**config.mk**
```make
export PLATFORM = sky130hd
export DESIGN_NAME = tunnel_header_parse_check
export DESIGN_NICKNAME = d
export VERILOG_FILES = /design/src/hw/rtl/thpc_pkg.sv /design/src/hw/rtl/tunnel_header_parse_check.sv
export VERILOG_INCLUDE_DIRS = /design/src /design/src/hw/rtl
export SDC_FILE = /design/constraint.sdc
export NUM_CORES = 1
export LEC_CHECK = 0
export BUFFER_PORTS_ARGS = -buffer_cell sky130_fd_sc_hd__buf_2
export CAP_MARGIN = 20
export CORE_UTILIZATION = 55
export CTS_BUF_LIST = sky130_fd_sc_hd__clkbuf_8
export DETAILED_ROUTE_END_ITERATION = 8
export GPL_ROUTABILITY_DRIVEN = 0
export MAX_ROUTING_LAYER = met4
export PLACE_DENSITY_LB_ADDON = 0.2
export SLEW_MARGIN = 10
export SYNTH_ARGS = -nofsm -noshare
export SYNTH_HDL_FRONTEND = slang
export SYNTH_SLANG_ARGS = --single-unit
```
**constraint.sdc**
```tcl
create_clock -name clk_i -period 6.7 [get_ports clk_i]
set_clock_uncertainty 0.05 [all_clocks]
set_input_delay 0.335 -clock clk_i [delete_from_list [all_inputs] [get_ports clk_i]]
set_output_delay 0.335 -clock clk_i [all_outputs]
set_load 0.01 [all_outputs]
```
**src/hw/rtl/tunnel_header_parse_check_macros.svh**
```systemverilog
// assertion macros for the tunnel header parse and check block
`ifndef TUNNEL_HEADER_PARSE_CHECK_MACROS_SVH
`define TUNNEL_HEADER_PARSE_CHECK_MACROS_SVH
`ifndef NO_ASSERTIONS
`define THPC_ASSERT(name, prop, msg) \
  name: assert property (@(posedge clk_i) disable iff (!rst_ni) prop) else $error(msg);
`define THPC_ASSERT_NEVER(name, prop, msg) \
  name: assert property (@(posedge clk_i) disable iff (!rst_ni) !(prop)) else $error(msg);
`else
`define THPC_ASSERT(name, prop, msg)
`define THPC_ASSERT_NEVER(name, prop, msg)
`endif
`endif

```
**src/hw/rtl/thpc_pkg.sv**
```systemverilog
// types, codes and constants of the tunnel header parse and check block
package thpc_pkg;

  localparam int unsigned COUNT_BITS_DEF = 17;
  localparam int unsigned HDR_BYTES      = 28;
  localparam int unsigned CFG_DATA_W     = 32;
  localparam int unsigned CFG_IDX_W      = 3;

  localparam logic [31:0] MAGIC_WORD_RST     = 32'd0;
  localparam logic [7:0]  VERSION_RST        = 8'd1;
  localparam logic [15:0] MAX_INNER_LEN_RST  = 16'd1400;
  localparam logic [7:0]  TAG_LEN_RST        = 8'd16;
  localparam logic [15:0] CLIENT_HELLO_RST   = 16'd32;
  localparam logic [15:0] SERVER_HELLO_RST   = 16'd32;

  typedef enum logic [3:0] {
    ST_OK       = 4'd0,
    ST_SHORT    = 4'd1,
    ST_MAGIC    = 4'd2,
    ST_VERSION  = 4'd3,
    ST_TYPE     = 4'd4,
    ST_HEADER   = 4'd5,
    ST_ZERO     = 4'd6,
    ST_OVERSIZE = 4'd7,
    ST_LEN      = 4'd8,
    ST_TRAILING = 4'd9
  } status_e;

  typedef enum logic [7:0] {
    TYPE_CLIENT_HELLO = 8'd1,
    TYPE_SERVER_HELLO = 8'd2,
    TYPE_DATA         = 8'd3,
    TYPE_CLOSE        = 8'd4
  } msg_type_e;

  typedef enum logic [CFG_IDX_W-1:0] {
    CFG_MAGIC_WORD       = 3'd0,
    CFG_VERSION_NUMBER   = 3'd1,
    CFG_MAX_INNER_LEN    = 3'd2,
    CFG_TAG_LEN          = 3'd3,
    CFG_CLIENT_HELLO_LEN = 3'd4,
    CFG_SERVER_HELLO_LEN = 3'd5
  } cfg_idx_e;

  typedef struct packed {
    logic [7:0] data_byte;
    logic       last_byte;
    logic       body_encrypted;
  } in_beat_t;

  typedef struct packed {
    status_e     status;
    logic [7:0]  msg_type;
    logic [63:0] session_val;
    logic [63:0] sequence_number;
    logic [15:0] payload_len;
  } out_beat_t;

endpackage

```
**src/hw/rtl/tunnel_header_parse_check.sv**
```systemverilog
// tunnel header parse and check: byte stream in, one verdict per datagram out
//
// Bytes of a datagram enter on the in channel, one beat each, with last_byte
// on the final one. The 28-byte big-endian header is captured on the fly;
// on the last beat one result beat leaves on the out channel with the status
// (first failing check, or ok) and the captured type, session id, sequence
// and payload length, all zero on a short datagram. Non-last beats give no result.
// A beat is processed straight out of the input register once it is accepted,
// and a last beat's verdict is registered in the output register. Throughput
// is one byte per cycle while no last beat waits for the out slot, set by the
// single compare-and-shift update of the header capture registers.
// A result waiting in the output register does not stop intake of the next
// datagram's bytes; only a second last beat waits until the out slot frees.
// Configuration is written through cfg_we_i / cfg_idx_i / cfg_data_i, by the user
// only while the block is idle (the block does not enforce this); unknown indexes
// are ignored. Reset clears the byte counter, the capture state and both valid
// flags and loads the register defaults; the block is ready right after reset.
`include "tunnel_header_parse_check_macros.svh"
module tunnel_header_parse_check import thpc_pkg::*; #(
  parameter int unsigned COUNT_BITS = COUNT_BITS_DEF
) (
  input  logic                  clk_i,
  input  logic                  rst_ni,
  input  logic                  cfg_we_i,
  input  logic [CFG_IDX_W-1:0]  cfg_idx_i,
  input  logic [CFG_DATA_W-1:0] cfg_data_i,
  input  logic                  in_valid_i,
  output logic                  in_ready_o,
  input  in_beat_t              in_data_i,
  output logic                  out_valid_o,
  input  logic                  out_ready_i,
  output out_beat_t             out_data_o
);

  localparam logic [COUNT_BITS-1:0] Pos4  = COUNT_BITS'(4);
  localparam logic [COUNT_BITS-1:0] Pos5  = COUNT_BITS'(5);
  localparam logic [COUNT_BITS-1:0] Pos8  = COUNT_BITS'(8);
  localparam logic [COUNT_BITS-1:0] Pos16 = COUNT_BITS'(16);
  localparam logic [COUNT_BITS-1:0] Pos24 = COUNT_BITS'(24);
  localparam logic [COUNT_BITS-1:0] Pos26 = COUNT_BITS'(26);
  localparam logic [COUNT_BITS-1:0] HdrLen = COUNT_BITS'(HDR_BYTES);

  // configuration registers
  logic [31:0] magic_q;
  logic [7:0]  version_q;
  logic [15:0] max_inner_q;
  logic [7:0]  tag_len_q;
  logic [15:0] ch_len_q;
  logic [15:0] sh_len_q;

  // input and output stages
  in_beat_t  in_q;
  logic      in_valid_q;
  out_beat_t out_q;
  out_beat_t res_d;
  logic      out_valid_q;
  logic      advance;
  logic      emit;

  // frame state
  logic [COUNT_BITS-1:0] byte_cnt_q, byte_cnt_d, cnt_nxt;
  logic                  magic_bad_q, magic_bad_d, magic_bad_u;
  logic [7:0]            version_seen_q, version_seen_d, version_u;
  logic [7:0]            type_seen_q, type_seen_d, type_u;
  logic                  flags_bad_q, flags_bad_d, flags_bad_u;
  logic [63:0]           session_q, session_d, session_u;
  logic [63:0]           sequence_q, sequence_d, sequence_u;
  logic [15:0]           length_q, length_d, length_u;

  logic [7:0]            magic_want;
  logic [COUNT_BITS-1:0] body_bytes;
  logic [COUNT_BITS-1:0] exp_len;
  logic [16:0]           exp_sum;
  status_e               cmp_status;
  status_e               body_status;
  status_e               status;

  always_ff @(posedge clk_i or negedge rst_ni) begin
    if (!rst_ni) begin
      magic_q     <= MAGIC_WORD_RST;
      version_q   <= VERSION_RST;
      max_inner_q <= MAX_INNER_LEN_RST;
      tag_len_q   <= TAG_LEN_RST;
      ch_len_q    <= CLIENT_HELLO_RST;
      sh_len_q    <= SERVER_HELLO_RST;
    end else if (cfg_we_i) begin
      case (cfg_idx_i)
        CFG_MAGIC_WORD:       magic_q     <= cfg_data_i[31:0];
        CFG_VERSION_NUMBER:   version_q   <= cfg_data_i[7:0];
        CFG_MAX_INNER_LEN:    max_inner_q <= cfg_data_i[15:0];
        CFG_TAG_LEN:          tag_len_q   <= cfg_data_i[7:0];
        CFG_CLIENT_HELLO_LEN: ch_len_q    <= cfg_data_i[15:0];
        CFG_SERVER_HELLO_LEN: sh_len_q    <= cfg_data_i[15:0];
        default: ;
      endcase
    end
  end

  // handshake
  assign advance    = in_valid_q && (!in_q.last_byte || !out_valid_q || out_ready_i);
  assign emit       = advance && in_q.last_byte;
  assign in_ready_o = !in_valid_q || advance;

  always_ff @(posedge clk_i or negedge rst_ni) begin
    if (!rst_ni) begin
      in_valid_q <= 1'b0;
    end else if (in_ready_o) begin
      in_valid_q <= in_valid_i;
    end
  end

  always_ff @(posedge clk_i) begin
    if (in_valid_i && in_ready_o) begin
      in_q <= in_data_i;
    end
  end

  // header capture
  always_comb begin
    case (byte_cnt_q[1:0])
      2'd0:    magic_want = magic_q[31:24];
      2'd1:    magic_want = magic_q[23:16];
      2'd2:    magic_want = magic_q[15:8];
      default: magic_want = magic_q[7:0];
    endcase
  end

  always_comb begin
    magic_bad_u = magic_bad_q;
    version_u   = version_seen_q;
    type_u      = type_seen_q;
    flags_bad_u = flags_bad_q;
    session_u   = session_q;
    sequence_u  = sequence_q;
    length_u    = length_q;
    if (byte_cnt_q < Pos4) begin
      magic_bad_u = magic_bad_q || (in_q.data_byte != magic_want);
    end else if (byte_cnt_q == Pos4) begin
      version_u = in_q.data_byte;
    end else if (byte_cnt_q == Pos5) begin
      type_u = in_q.data_byte;
    end else if (byte_cnt_q < Pos8) begin
      flags_bad_u = flags_bad_q || (in_q.data_byte != 8'd0);
    end else if (byte_cnt_q < Pos16) begin
      session_u = {session_q[55:0], in_q.data_byte};
    end else if (byte_cnt_q < Pos24) begin
      sequence_u = {sequence_q[55:0], in_q.data_byte};
    end else if (byte_cnt_q < Pos26) begin
      length_u = {length_q[7:0], in_q.data_byte};
    end else if (byte_cnt_q < HdrLen) begin
      flags_bad_u = flags_bad_q || (in_q.data_byte != 8'd0);
    end
    cnt_nxt = (&byte_cnt_q) ? byte_cnt_q : byte_cnt_q + COUNT_BITS'(1);
  end

  // verdict
  always_comb begin
    body_bytes = cnt_nxt - HdrLen;
    exp_sum    = {1'b0, length_u};
    if (type_u == TYPE_DATA && in_q.body_encrypted) begin
      exp_sum = {1'b0, length_u} + {9'd0, tag_len_q};
    end
    exp_len = COUNT_BITS'(exp_sum);
    if (body_bytes < exp_len) begin
      cmp_status = ST_LEN;
    end else if (body_bytes > exp_len) begin
      cmp_status = ST_TRAILING;
    end else begin
      cmp_status = ST_OK;
    end
    case (type_u)
      TYPE_DATA: begin
        if (length_u == 16'd0) begin
          body_status = ST_ZERO;
        end else if (length_u > max_inner_q) begin
          body_status = ST_OVERSIZE;
        end else begin
          body_status = cmp_status;
        end
      end
      TYPE_CLIENT_HELLO: body_status = (length_u != ch_len_q) ? ST_LEN : cmp_status;
      TYPE_SERVER_HELLO: body_status = (length_u != sh_len_q) ? ST_LEN : cmp_status;
      TYPE_CLOSE:        body_status = cmp_status;
      default:           body_status = ST_TYPE;
    endcase
    if (cnt_nxt < HdrLen) begin
      status = ST_SHORT;
    end else if (magic_bad_u) begin
      status = ST_MAGIC;
    end else if (version_u != version_q) begin
      status = ST_VERSION;
    end else if (!(type_u inside {[TYPE_CLIENT_HELLO:TYPE_CLOSE]})) begin
      status = ST_TYPE;
    end else if (flags_bad_u) begin
      status = ST_HEADER;
    end else begin
      status = body_status;
    end
    res_d.status = status;
    if (status == ST_SHORT) begin
      res_d.msg_type        = 8'd0;
      res_d.session_val     = 64'd0;
      res_d.sequence_number = 64'd0;
      res_d.payload_len     = 16'd0;
    end else begin
      res_d.msg_type        = type_u;
      res_d.session_val     = session_u;
      res_d.sequence_number = sequence_u;
      res_d.payload_len     = length_u;
    end
  end

  // next frame state: clear after the last beat
  always_comb begin
    byte_cnt_d     = byte_cnt_q;
    magic_bad_d    = magic_bad_q;
    version_seen_d = version_seen_q;
    type_seen_d    = type_seen_q;
    flags_bad_d    = flags_bad_q;
    session_d      = session_q;
    sequence_d     = sequence_q;
    length_d       = length_q;
    if (advance) begin
      if (in_q.last_byte) begin
        byte_cnt_d     = '0;
        magic_bad_d    = 1'b0;
        version_seen_d = 8'd0;
        type_seen_d    = 8'd0;
        flags_bad_d    = 1'b0;
        session_d      = 64'd0;
        sequence_d     = 64'd0;
        length_d       = 16'd0;
      end else begin
        byte_cnt_d     = cnt_nxt;
        magic_bad_d    = magic_bad_u;
        version_seen_d = version_u;
        type_seen_d    = type_u;
        flags_bad_d    = flags_bad_u;
        session_d      = session_u;
        sequence_d     = sequence_u;
        length_d       = length_u;
      end
    end
  end

  always_ff @(posedge clk_i or negedge rst_ni) begin
    if (!rst_ni) begin
      byte_cnt_q     <= '0;
      magic_bad_q    <= 1'b0;
      version_seen_q <= 8'd0;
      type_seen_q    <= 8'd0;
      flags_bad_q    <= 1'b0;
      session_q      <= 64'd0;
      sequence_q     <= 64'd0;
      length_q       <= 16'd0;
    end else begin
      byte_cnt_q     <= byte_cnt_d;
      magic_bad_q    <= magic_bad_d;
      version_seen_q <= version_seen_d;
      type_seen_q    <= type_seen_d;
      flags_bad_q    <= flags_bad_d;
      session_q      <= session_d;
      sequence_q     <= sequence_d;
      length_q       <= length_d;
    end
  end

  // result register
  always_ff @(posedge clk_i or negedge rst_ni) begin
    if (!rst_ni) begin
      out_valid_q <= 1'b0;
    end else if (emit) begin
      out_valid_q <= 1'b1;
    end else if (out_ready_i) begin
      out_valid_q <= 1'b0;
    end
  end

  always_ff @(posedge clk_i) begin
    if (emit) begin
      out_q <= res_d;
    end
  end

  assign out_valid_o = out_valid_q;
  assign out_data_o  = out_q;

  `THPC_ASSERT(a_result_from_last, $rose(out_valid_q) |-> $past(emit), "result without last beat")
  `THPC_ASSERT(a_count_cleared, emit |=> byte_cnt_q == '0, "byte count not cleared after result")
  `THPC_ASSERT(a_short_zero, out_valid_q && out_q.status == ST_SHORT |-> out_q.session_val == 64'd0 && out_q.sequence_number == 64'd0 && out_q.payload_len == 16'd0, "short result carries fields")
  `THPC_ASSERT_NEVER(a_stall_cause, !in_ready_o && !(in_valid_q && out_valid_q && in_q.last_byte), "input stalled without a blocked last beat")

endmodule
```
### After elaboration in Yosys (flattened, before gate mapping)

Cells that the tools add are included.

* bits in registers: 443
* output and inout bits: 158

* equal/unequal tests: 18
* muxes and demuxes: 57
* magnitude comparators: 12
* add/subtract/negate cells: 3
* reductions and logical operators: 25

Operators with widths (number)
* 64-bit 2-to-1 mux: 13
* 16-bit 2-to-1 mux: 8
* 17-bit by 5-bit less-than comparator with 1-bit output (second input constant): 5
* 8-bit 2-to-1 mux: 7
* 17-bit 2-to-1 mux: 3
* 4-bit 2-to-1 mux: 11
* 17-bit by 3-bit equality test with 1-bit output (second input constant): 2
* 16-bit != test: 2
* 8-bit case mux with 3 select lines: 1
* 16-bit by 8-bit adder with 17-bit output: 1
* 17-bit by 1-bit adder with 17-bit output (second input constant): 1
* 17-bit greater-than comparator: 1
* 17-bit less-than comparator: 1
* 17-bit by 3-bit less-than comparator with 1-bit output (second input constant): 1
* 17-bit by 4-bit less-than comparator with 1-bit output (second input constant): 1
* 17-bit AND reduction: 1
* 17-bit by 5-bit subtractor with 17-bit output (second input constant): 1
* 8-bit by 2-bit equality test with 1-bit output (second input constant): 2
* 16-bit greater-than comparator: 1
* 16-bit logical NOT: 1
* 8-bit != test: 2
* 4-bit case mux with 4 select lines: 1
* 1-bit 2-to-1 mux: 13
* 2-bit AND reduction: 6
* other kinds (17): 29

### Logic depth before layout (Yosys ltp)

* depth in word-level cells: 22
* depth in mapped cells: 26
* depth with buffers taken out: 23

### Least setup slack after synthesis

No wires, ideal clock.

* kind: register -> register
* start point: register byte_cnt_q[7]
* end point: register out_q, in the netlist out_data_o[155] (data pin)
* cell stages (with the launch flop): 24
* slack: 1.420 ns
* data required time: 6.389 ns
* buffers on the path: 3
* arrival time: 4.969 ns
* period minus slack after synthesis: 5.280 ns
* library setup time: 0.261 ns
* path through: dfrtp_1 buf_6 nor4_4 nand4_4 buf_6 buf_1 mux2_2 ha_1 inv_1 fa_1 nor2b_1 o21ai_0 a21boi_0 o21ai_0 a21oi_1 o211ai_1 or4_1 ha_1 nand4_1 nor4_1 and4_1 o21ai_0 and2_0 o311a_1

RTL lines
* start, declared: line tunnel_header_parse_check.sv:61 `logic [COUNT_BITS-1:0] byte_cnt_q, byte_cnt_d, cnt_nxt;`
* start signal, assigned: line tunnel_header_parse_check.sv:257 `byte_cnt_q <= byte_cnt_d;`
* end signal, assigned: line tunnel_header_parse_check.sv:281 `out_q <= res_d;`
* end, declared: line tunnel_header_parse_check.sv:54 `out_beat_t out_q;`

==> key figures <==
Drt
  – Vias/cell: 6.02
  – DR WL/cell: 21.1 um
  – Via Count: 16,700
  – WL final: 58,500 um
  – Residual DRC: 0
  – Initial drt markers: 1,843
  – Post-route ant nets: 0
  – TritonRoute pass-1 iters: 7

Finish
  – Final Non-Filler Cells: 2,771
  – # diodes: 0
  – Fin util: 65.0%
  – Fill count: 3,026
  – Design Area, Final: 0.0246 mm^2
  – Ratio of cells with drive above 1 in the final layout: 19.7%
  – Area delta synth->final: 16.0%
  – Final net count: 2,298

Die
  – Initial Util: 56.1%
  – Die area: 0.0394 mm^2
  – Die Wd: 198 um
  – Placeable Area: 0.0378 mm^2
  – I/O pin total: 208
  – Rows: 71
  – Die Y: 198 um

Synth
  – Avg Inst Size Synth: 10.8 um^2
  – Synth async-reset ratio: 62.5%
  – EDFF count, synth: 166
  – Mapped Cells: 1,972
  – Ys Warns: 0
  – Area leader, netlist: dfrtp_1
  – Synth cell types: 67
  – Area contributors post-synth: dfrtp_1 31%, edfxtp_1 23%, nand2_1 6.5%, a22o_1 5.7%, a21oi_1 4.0%
  – Register area share after synthesis: 56.2%
  – #FFs+latches synth: 443
  – Syn Nets: 2,069
  – Synth Flop Type: dfrtp_1
  – Top cell type's share of synthesized area: 31.5%
  – Most numerous cell in the Yosys netlist: nand2_1
  – Top cells by count, synth: 367 x nand2_1, 267 x dfrtp_1, 168 x a21oi_1, 166 x edfxtp_1, 137 x a22o_1
  – Post-Syn Area: 0.0212 mm^2

GRT
  – Initial antenna violation count: 1
  – Pin count of the biggest net entering global routing: 155
  – GR Util met1: 41.2%
  – Met2 GRT Util: 47.1%
  – First-pass GRT wire length: 91,300 um
  – Vias in the first global route: 16,300
  – GRT Resource Usage Total: 31.2%
  – Global route hottest layer: met2
  – GRT met3 Usage: 5.27%
  – Global route overflow: 0

Run status
  – Status: completed

Timing
  – Setup TNS: 0 ns
  – Final Hold Viols: 0
  – WHS: 0.250 ns
  – Setup Viol. Count Final: 0
  – Final setup margin: 0.604 ns
  – Headroom to the max-slew limit: 32.6%
  – FMAX: 164 MHz
  – Tmin final: 6.10 ns
  – Period utilization: 91.0%
  – RSZ-0062 raised after global routing: no
  – Max Slew Vio Count: 0
  – Worst slew pin tran: 1.01 ns

Pwr
  – Power Total: 6.18 mW
  – Power Density: 251 mW/mm^2
  – Pleak: 10.3 nW
  – Peak supply drop: 0.199 mV

Place
  – Placed Cells: 2,591
  – DP Wirelength: 38,100 um
  – Placed Area: 0.0227 mm^2
  – IO Port Bufs: 207
  – Setup WS pre-CTS: 0.732 ns

Clock tree
  – Hold-fix buffers, CTS: 46
  – Clk buf depth: 3
  – Total CTS buffers: 73
  – CTS Sinks: 443
  – Number of H-tree levels: 3
  – Worst-Skew Late Latency: 0.64 ns
  – Clk slew on worst S/H paths: 0.06 ns
  – Clock Tree Root: clkbuf_8
  – CTS tree: yes
  – Post-CTS Setup Inserts: 0
  – Post_cts resized: 0

Hold path
  – Min-Delay Path Class: primary input to flip-flop
  – WHS Path Cells: 5

Worst setup path
  – WP data arrival: 6.44 ns
  – Worst Setup End Kind: flip-flop
  – Critical Path Fanout Max: 19
  – Reg2reg path depth: 21
  – Startpoint Class: flip-flop
  – WS Path Type: flip-flop to flip-flop
  – Critical Path RT: 7.04 ns

Job
  – Max Cap Violations: 0
-- worst max-delay path, stage by stage (launching register included) --
cell      delay (ns)
dfrtp_1         0.66
and4bb_2        0.44
nand4_4         0.33
mux2i_1         0.64
inv_1           0.19
ha_1            0.32
a21o_1          0.19
a21oi_1         0.28
o21ai_0         0.13
o211a_1         0.18
o31a_1          0.27
o211a_1         0.27
nand4_1         0.13
xnor2_1         0.09
ha_1            0.34
nand4_1         0.15
nor2_1          0.14
o21ai_0         0.10
o31ai_1         0.30
o21ai_0         0.15
and2_0          0.17
o311a_1         0.34
-- final timing paths --
kind	startpoint	slack, ns	to
max	byte_cnt_q[3]	0.60	out_data_o[155]
min	cfg_idx_i[1]	0.25	version_q[0]
max reg2reg	byte_cnt_q[3]	0.60	out_data_o[155]
min reg2reg	sequence_q[63]	0.44	sequence_q[63]
max in group asynchronous	rst_ni	4.86	byte_cnt_q[8]
min in group asynchronous	rst_ni	0.31	magic_q[18]
-- layout by cell type, fill, tap and decap left out, drive strengths merged, types with 69 or more instances in the layout --
cell type / n
a21oi: 168
a22o: 137
clkbuf: 86
nand2: 367
edfxtp: 166
inv: 107
dfrtp: 267
buf: 237
nor2: 69
mux2: 72
o21ai: 90
-- routing by layer --
layer / share of wire (%) / vias to the layer above
met1: 42 / 8194
met4: 4.1 / 0
met2: 47 / 756
met5: 0 / -
li1: - / 7569
met3: 7.5 / 157
-- final cells by class --
class / instances / area (um^2) / area share [%]
sequential: 443 / 11900 / 48.5
tap: 511 / 639 / 2.60
clock inverter: 48 / 245 / 0.996
clock buffer: 86 / 1180 / 4.81
inverter: 76 / 290 / 1.18
timing repair buffer: 283 / 1760 / 7.14
multi-input combinational: 1324 / 8570 / 34.8
-- kinds of logic after synthesis --
kind of cell / share of synthesized area, %
AO/OA/AOI/OAI: 16.0
XOR/XNOR: 3.59
adder cells (fa/ha/maj): 2.81
buffers and inverters: 3.81
flip-flops: 56.2
multiplexers: 4.98
AND/OR/NAND/NOR: 12.6
-- sequential cells by signal, indices dropped and copies added (netlist names), 10 cells and up --
signal	cells
sh_len_q	16
ch_len_q	16
magic_q	32
out_data_o	156
max_inner_q	16
session_q	64
length_q	16
byte_cnt_q	17
sequence_q	64
in_q	10
-- power breakdown --
part	internal [mW]	switching (mW)	total, mW
Clock	1.21	1.10	2.32
Combinational	0.301	0.414	0.715
Sequential	3.01	0.141	3.15
Power figures use the tool's default switching activity.
